**src/design/xbg_pkg.sv**
```systemverilog
// Package: shared constants and beat types for the xorshift byte generator.
`timescale 1ns / 1ps

package xbg_pkg;

  localparam int MAX_REQUEST_BYTES_DEF = 64;

  localparam logic [31:0] RESET_WORD = 32'h6d2b79f5;
  localparam logic [31:0] GOLDEN_MIX = 32'h9e3779b9;

  localparam logic OP_SEED = 1'b0;
  localparam logic OP_FILL = 1'b1;

  typedef struct packed {
    logic        opcode;
    logic [31:0] seed_value;
    logic [31:0] time_value;
    logic [6:0]  byte_count;
  } in_item_t;

  typedef struct packed {
    logic [7:0] rand_byte;
    logic       last_byte;
  } out_item_t;

  typedef struct packed {
    logic busy;
    logic emit;
    logic emit_last;
  } bk_status_t;

endpackage

```
**src/design/xbg_fifo.sv**
```systemverilog
// Two-entry queue used between front, back and result ports.
`timescale 1ns / 1ps

module xbg_fifo #(
  parameter int W = 8
) (
  input  logic         clk,
  input  logic         rst,
  input  logic         wr_en,
  input  logic [W-1:0] wdata,
  output logic         full,
  input  logic         rd_en,
  output logic [W-1:0] rdata,
  output logic         empty
);

  logic [W-1:0] mem [2];
  logic         wr_ptr;
  logic         rd_ptr;
  logic [1:0]   count;
  logic         do_wr;
  logic         do_rd;

  assign full  = (count == 2'd2);
  assign empty = (count == 2'd0);
  assign do_wr = wr_en && !full;
  assign do_rd = rd_en && !empty;
  assign rdata = mem[rd_ptr];

  always_ff @(posedge clk) begin
    if (rst) begin
      wr_ptr <= 1'b0;
      rd_ptr <= 1'b0;
      count  <= 2'd0;
    end else begin
      if (do_wr) begin
        wr_ptr <= ~wr_ptr;
      end
      if (do_rd) begin
        rd_ptr <= ~rd_ptr;
      end
      unique case ({do_wr, do_rd})
        2'b10:   count <= count + 2'd1;
        2'b01:   count <= count - 2'd1;
        default: count <= count;
      endcase
    end
  end

  always_ff @(posedge clk) begin
    if (do_wr) begin
      mem[wr_ptr] <= wdata;
    end
  end

endmodule

```
**src/design/xbg_front.sv**
```systemverilog
// Front end: accepts items, saturates counts, drops empty fills, queues commands.
`timescale 1ns / 1ps

module xbg_front import xbg_pkg::*; #(
  parameter int MAX_REQUEST_BYTES = MAX_REQUEST_BYTES_DEF,
  parameter int CW = $clog2(MAX_REQUEST_BYTES + 1)
) (
  input  logic          clk,
  input  logic          rst,
  input  logic          push,
  input  in_item_t      item,
  output logic          full,
  output logic          cmd_valid,
  input  logic          cmd_pop,
  output logic          cmd_fill,
  output logic [31:0]   cmd_value,
  output logic [CW-1:0] cmd_count
);

  localparam int BW = $bits(item.byte_count);
  localparam int WW = (CW > BW) ? CW : BW;
  localparam int QW = 1 + 32 + CW;

  logic [WW-1:0] cnt_ext;
  logic [WW-1:0] max_ext;
  logic [WW-1:0] sat;
  logic          is_fill;
  logic          keep;
  logic [QW-1:0] q_in;
  logic [QW-1:0] q_out;
  logic          q_empty;

  assign cnt_ext = WW'(item.byte_count);
  assign max_ext = WW'(MAX_REQUEST_BYTES);
  assign sat     = (cnt_ext > max_ext) ? max_ext : cnt_ext;
  assign is_fill = (item.opcode == OP_FILL);
  // a fill of zero bytes changes nothing, so it never reaches the back end
  assign keep    = !(is_fill && (sat == '0));
  assign q_in    = {is_fill, is_fill ? item.time_value : item.seed_value, sat[CW-1:0]};

  xbg_fifo #(.W(QW)) u_cmd_q (
    .clk   (clk),
    .rst   (rst),
    .wr_en (push && keep),
    .wdata (q_in),
    .full  (full),
    .rd_en (cmd_pop),
    .rdata (q_out),
    .empty (q_empty)
  );

  assign cmd_valid = !q_empty;
  assign cmd_fill  = q_out[QW-1];
  assign cmd_value = q_out[CW +: 32];
  assign cmd_count = q_out[CW-1:0];

endmodule

```
**src/design/xbg_back.sv**
```systemverilog
// Back end: holds the generator word, applies seeds and emits fill bytes.
`timescale 1ns / 1ps

module xbg_back import xbg_pkg::*; #(
  parameter int MAX_REQUEST_BYTES = MAX_REQUEST_BYTES_DEF,
  parameter int CW = $clog2(MAX_REQUEST_BYTES + 1)
) (
  input  logic          clk,
  input  logic          rst,
  input  logic          cmd_valid,
  output logic          cmd_pop,
  input  logic          cmd_fill,
  input  logic [31:0]   cmd_value,
  input  logic [CW-1:0] cmd_count,
  input  logic          res_full,
  output logic          res_push,
  output out_item_t     res_data,
  output bk_status_t    status
);

  logic          busy;
  logic [31:0]   gen_state;
  logic [31:0]   word;
  logic [31:0]   tval;
  logic [CW-1:0] remaining;
  logic [1:0]    idx;

  logic [31:0] x0;
  logic [31:0] x1;
  logic [31:0] xa;
  logic [31:0] xb;
  logic [31:0] fresh;
  logic [31:0] mixed;
  logic        step;
  logic        at_last;

  assign x0    = gen_state ^ tval;
  assign x1    = (x0 == 32'd0) ? 32'd1 : x0;
  assign xa    = x1 ^ (x1 << 13);
  assign xb    = xa ^ (xa >> 17);
  assign fresh = xb ^ (xb << 5);
  assign mixed = gen_state ^ (cmd_value + GOLDEN_MIX + (gen_state << 6) + (gen_state >> 2));

  assign step    = busy && !res_full;
  assign at_last = (remaining == CW'(1));
  assign cmd_pop = !busy && cmd_valid;

  assign res_push           = step;
  assign res_data.rand_byte = (idx == 2'd0) ? fresh[7:0] : word[7:0];
  assign res_data.last_byte = at_last;

  assign status.busy      = busy;
  assign status.emit      = step;
  assign status.emit_last = step && at_last;

  always_ff @(posedge clk) begin
    if (rst) begin
      busy      <= 1'b0;
      gen_state <= RESET_WORD;
    end else begin
      priority if (cmd_pop) begin
        if (cmd_fill) begin
          busy      <= 1'b1;
          tval      <= cmd_value;
          remaining <= cmd_count;
          idx       <= 2'd0;
        end else begin
          gen_state <= mixed;
        end
      end else if (step) begin
        idx       <= idx + 2'd1;
        remaining <= remaining - CW'(1);
        if (idx == 2'd0) begin
          gen_state <= fresh;
          word      <= fresh >> 8;
        end else begin
          word <= word >> 8;
        end
        if (at_last) begin
          busy <= 1'b0;
        end
      end
    end
  end

endmodule

```
**src/design/xorshift_byte_generator.sv**
```systemverilog
// Top level: xorshift32 byte source with queued commands and queued result beats.
// Seed item: mixed into the generator word when the back end takes it from the command queue.
// Fill item of N bytes: the single byte sequencer takes the command, then emits one byte
// beat per cycle while the result queue is not full, N beats in all.
// Two-entry queues sit before and after the back end, so either side may stall.
// Reset (rst, synchronous): queues empty, sequencer idle, generator word 0x6d2b79f5.
`timescale 1ns / 1ps

module xorshift_byte_generator import xbg_pkg::*; #(
  parameter int MAX_REQUEST_BYTES = MAX_REQUEST_BYTES_DEF
) (
  input  logic      clk,
  input  logic      rst,
  input  logic      push,
  input  in_item_t  item,
  output logic      full,
  input  logic      pop,
  output out_item_t result,
  output logic      empty
);

  localparam int CW = $clog2(MAX_REQUEST_BYTES + 1);
  localparam int RW = $bits(out_item_t);

  logic          cmd_valid;
  logic          cmd_pop;
  logic          cmd_fill;
  logic [31:0]   cmd_value;
  logic [CW-1:0] cmd_count;
  logic          res_full;
  logic          res_push;
  out_item_t     res_data;
  bk_status_t    status;
  logic [RW-1:0] res_out;

  xbg_front #(.MAX_REQUEST_BYTES(MAX_REQUEST_BYTES), .CW(CW)) u_front (
    .clk       (clk),
    .rst       (rst),
    .push      (push),
    .item      (item),
    .full      (full),
    .cmd_valid (cmd_valid),
    .cmd_pop   (cmd_pop),
    .cmd_fill  (cmd_fill),
    .cmd_value (cmd_value),
    .cmd_count (cmd_count)
  );

  xbg_back #(.MAX_REQUEST_BYTES(MAX_REQUEST_BYTES), .CW(CW)) u_back (
    .clk       (clk),
    .rst       (rst),
    .cmd_valid (cmd_valid),
    .cmd_pop   (cmd_pop),
    .cmd_fill  (cmd_fill),
    .cmd_value (cmd_value),
    .cmd_count (cmd_count),
    .res_full  (res_full),
    .res_push  (res_push),
    .res_data  (res_data),
    .status    (status)
  );

  xbg_fifo #(.W(RW)) u_res_q (
    .clk   (clk),
    .rst   (rst),
    .wr_en (res_push),
    .wdata (res_data),
    .full  (res_full),
    .rd_en (pop),
    .rdata (res_out),
    .empty (empty)
  );

  assign result = out_item_t'(res_out);

`ifndef SYNTH
  a_no_push_full: assert property (@(posedge clk) disable iff (rst)
    res_push |-> !res_full) else $error("beat pushed into full result queue");

  a_last_ends_fill: assert property (@(posedge clk) disable iff (rst)
    status.emit_last |=> !status.busy) else $error("sequencer busy after last beat");

  a_no_pop_busy: assert property (@(posedge clk) disable iff (rst)
    status.busy |-> !cmd_pop) else $error("command taken while fill in progress");

  a_reset_empty: assert property (@(posedge clk)
    rst |=> (empty && !status.busy)) else $error("not idle after reset");
`endif

endmodule
```
**config.mk**
```make
export PLATFORM = sky130hd
export DESIGN_NAME = xorshift_byte_generator
export DESIGN_NICKNAME = d
export VERILOG_FILES = /design/src/design/xbg_pkg.sv /design/src/design/xbg_fifo.sv /design/src/design/xbg_front.sv /design/src/design/xbg_back.sv /design/src/design/xorshift_byte_generator.sv
export SDC_FILE = /design/constraint.sdc
export NUM_CORES = 1
export LEC_CHECK = 0
export BUFFER_PORTS_ARGS = -buffer_cell sky130_fd_sc_hd__clkbuf_2
export CORE_UTILIZATION = 35
export CTS_CLUSTER_DIAMETER = 40
export CTS_CLUSTER_SIZE = 25
export DETAILED_ROUTE_END_ITERATION = 7
export GPL_TIMING_DRIVEN = 0
export MAX_ROUTING_LAYER = met4
export RECOVER_POWER = 25
export SLEW_MARGIN = 20
export SYNTH_ARGS = -nofsm -noshare
export SYNTH_HDL_FRONTEND = slang
export SYNTH_SLANG_ARGS = --single-unit
```
**constraint.sdc**
```tcl
create_clock -name clk -period 5.7 [get_ports clk]
set_input_delay 0.57 -clock clk [delete_from_list [all_inputs] [get_ports clk]]
set_output_delay 0.57 -clock clk [all_outputs]
set_load 0.05 [all_outputs]
```
==> results.md <==
* Status: complete, no violations
* Met3 usage in global routing at approximately 2.3%
* Htree depth at 1
* Worst-path clk slew at around 0.060 ns
* Worst path arrival time at ~6 ns
* Met2 Use GR at between 20 and 30%
* Required time of the critical path at approximately 6.1 ns
* Pin count of the biggest net entering global routing at 33
* Starting DRC count in detailed routing at 682
* CTS Buffer Depth at 3
* CP startpoint kind: flop
* Transition time of the tightest slew-check pin at around 0.83 ns
* Setup Skew at ~0.032 ns
* Post-synth EDFFs at between 150 and 200
* Met1 usage at 26.1%
* Final ANT Viol Nets at 0
* CP max FO at 10
* Residual DRC at 0
* Gpl congestion at about 0.95
* Count of state elements after synthesis at 206
* Number of buffers added on ports at 85
* Die width at between 150 and 200 um
* Clock buffer count from CTS at 30
* Most common cell after layout, fill and taps aside: edfxtp_1
* Nets at approximately 1400
* Cells after synthesis at roughly 1100
* GRT overflow at 0
* Initial antenna violation count at 0
* Nature of the critical path endpoint: flop
* Drt wl/cell at approximately 19 um
* Seq/Total Area, Yosys at 46.6%
* Row count at between 60 and 70
* Max-slew violation count at 0
* Fillers at ~3300
* Post-DP Area at 13400 um2
* Mean Syn Cell Area at 11.0 um2
* Critical path type: flop to flop
* Largest cells by area after synthesis: edfxtp_1 (40%), xnor2_1 (7.4%), ha_1 (7.2%)
* Hold buffers post-CTS at 0
* Vias in the first global route at around 8600
* Hpwl dp at ~26 mm
* Max frequency at 0.185 GHz
* Avg Vias per Cell at about 5
* Hold WS at 0.309 ns
* Fraction of layout cells with a size suffix above 1 at between 10 and 15%
* Post-synth top area share at about two fifths
* Root Buffer: clkbuf_16
* Most frequent cells in the layout: edfxtp_1 (163), inv_1 (117), xnor2_1 (104)
* Final Cycle Share at a little over nine tenths
* Min Tclk post-route at about 5.4 ns
* RSZ-0062 raised after global routing: false
* Primary FF master, synth: edfxtp_1
* Clk Latency, worst-skew pair at 0.57 ns
* Ys Warns at 0
* Total track usage at between 10% and 20%
* DRT Wirelength at 32.6 mm
* Hold violation total from the final report at 0
* GR peak layer: met2
* Area Growth Syn to Fin at 17.2%
* Final instance area at ~14000 um2
* Max Cap Violations at 0
* Cell area after synthesis at roughly 12000 um2
* Vias post-DR at between 8000 and 9000
* Io pins at 87
* Clock sinks at between 200 and 250
* Cell taking the most area after synthesis: edfxtp_1
* Ys async rst share at 0%
* Post-Syn Nets at 1298
* Worst Hold Class: primary input to flop
* Core ar. at 34600 um2
* Synth cell types at approximately 60
* First-pass GRT wire length at 50.3 mm
* 1st-pass router iterations at 7
* CTS tree: built
* Final Setup Violations at 0
* Die H at 190 um
* ANT cells at 0
* Starting Density at 35.7%
* Rel. slew slack at 44.5%
* Total die area at between 30000 and 40000 um2
## metal layers
layer	vias to the layer above	wire, um
li1	4211	-
met1	4130	15400
met2	228	14700
met3	49	1510
met4	0	965
met5	-	0
## timing repair
item	CTS	global route
pin swaps	0	0
endpoints found under the setup margin	17	4
gates resized for setup	10	0
buffers inserted	0	0
## per-stage QoR
| step | std cells | setup TNS, ns | utilization (%) | setup slack, ns |
|---|---|---|---|---|
| 6_report | 1724 | 0 | 41.8 | 0.306 |
| 5_1_grt | 1724 | 0 | 41.8 | 0.0353 |
| 4_1_cts | 1725 | 0 | 41.8 | 0.0967 |
| 3_5_place_dp | 1669 | -3.40 | 38.7 | -0.759 |
| 3_3_place_gp | 1666 | -3.51 | 38.5 | -0.819 |
| 2_1_floorplan | 1126 | 0 | - | 1.08 |
## state kept, by name, summed over array words and instances (netlist names), named ones only
register	flops
u_back.busy	1
u_back.gen_state	32
u_back.idx	2
u_back.remaining	7
u_back.tval	32
u_back.word	24
u_front.u_cmd_q.count	2
u_front.u_cmd_q.mem	80
u_front.u_cmd_q.rd_ptr	1
u_front.u_cmd_q.wr_ptr	1
u_res_q.count	2
u_res_q.mem	18
u_res_q.rd_ptr	1
u_res_q.wr_ptr	1
## logic make-up (layout without fill, tap and decap cells)
group / Yosys count / count (layout) / synth area share [%]
AOI/OAI and AO/OA: 211 / 211 / 11.0
xor gates and xnor gates: 142 / 142 / 10.2
adders and majority gates: 96 / 96 / 11.2
buffers and inverters: 161 / 304 / 4.91
DFF: 206 / 206 / 46.6
muxes: 85 / 85 / 7.39
and+or+nand+nor: 225 / 225 / 8.68
## worst paths after layout
| path | start | slack [ns] | end | cells past startpoint |
|---|---|---|---|---|
| worst max-delay path | flop | 0.31 | u_back.gen_state[28]$_SDFFE_PP0P_ | 16 |
| worst min-delay path | item[45] | 0.31 | u_front.u_cmd_q.mem[1][13]$_DFFE_PP_ | 2 |
| worst max register to register | flop | 0.31 | u_back.gen_state[28]$_SDFFE_PP0P_ | 16 |
| worst min register to register | u_front.u_cmd_q.count[1]$_SDFFE_PP0P_ | 0.50 | u_front.u_cmd_q.count[1]$_SDFFE_PP0P_ | 2 |
## cell usage after synthesis, drive strengths merged (8+ instances only)
cell type	n
o31ai	9
dfxtp	43
nand3	13
a21o	20
ha	71
nor2	76
nor3	13
fa	25
nor2b	15
xnor2	106
mux2	49
o21ai	38
edfxtp	163
mux2i	36
clkbuf	34
inv	119
and2	10
nand2	49
nor4	8
a21oi	78
o21bai	8
xor2	36
nand4	10
buf	8
## worst max-delay path, stage by stage (launching register included)
cell and delay (ns):
dfxtp_1 0.58, buf_2 0.44, clkdlybuf4s15_2 0.51, mux2i_1 0.45
fa_1 0.46, inv_1 0.07, ha_1 0.23, ha_1 0.35
a21o_1 0.20, a221o_1 0.44, o22ai_4 0.21, o21bai_2 0.17
a2111oi_2 0.39, nor3_1 0.15, xor2_1 0.29, a21oi_1 0.12
o22a_1 0.18
## layout make-up
class / instances / area [um2] / share of cell area (%)
clock inverter: 22 / 267 / 1.84
tap: 455 / 569 / 3.93
inverter: 119 / 447 / 3.09
timing repair buffer: 88 / 478 / 3.30
sequential: 206 / 5760 / 39.8
clock buffer: 34 / 776 / 5.36
buffer: 41 / 171 / 1.18
multi-input combinational: 759 / 6010 / 41.5
Power is left out: the tool's default activity adds up to more than one toggle a clock period on the data nets, which glitch-free logic cannot reach.
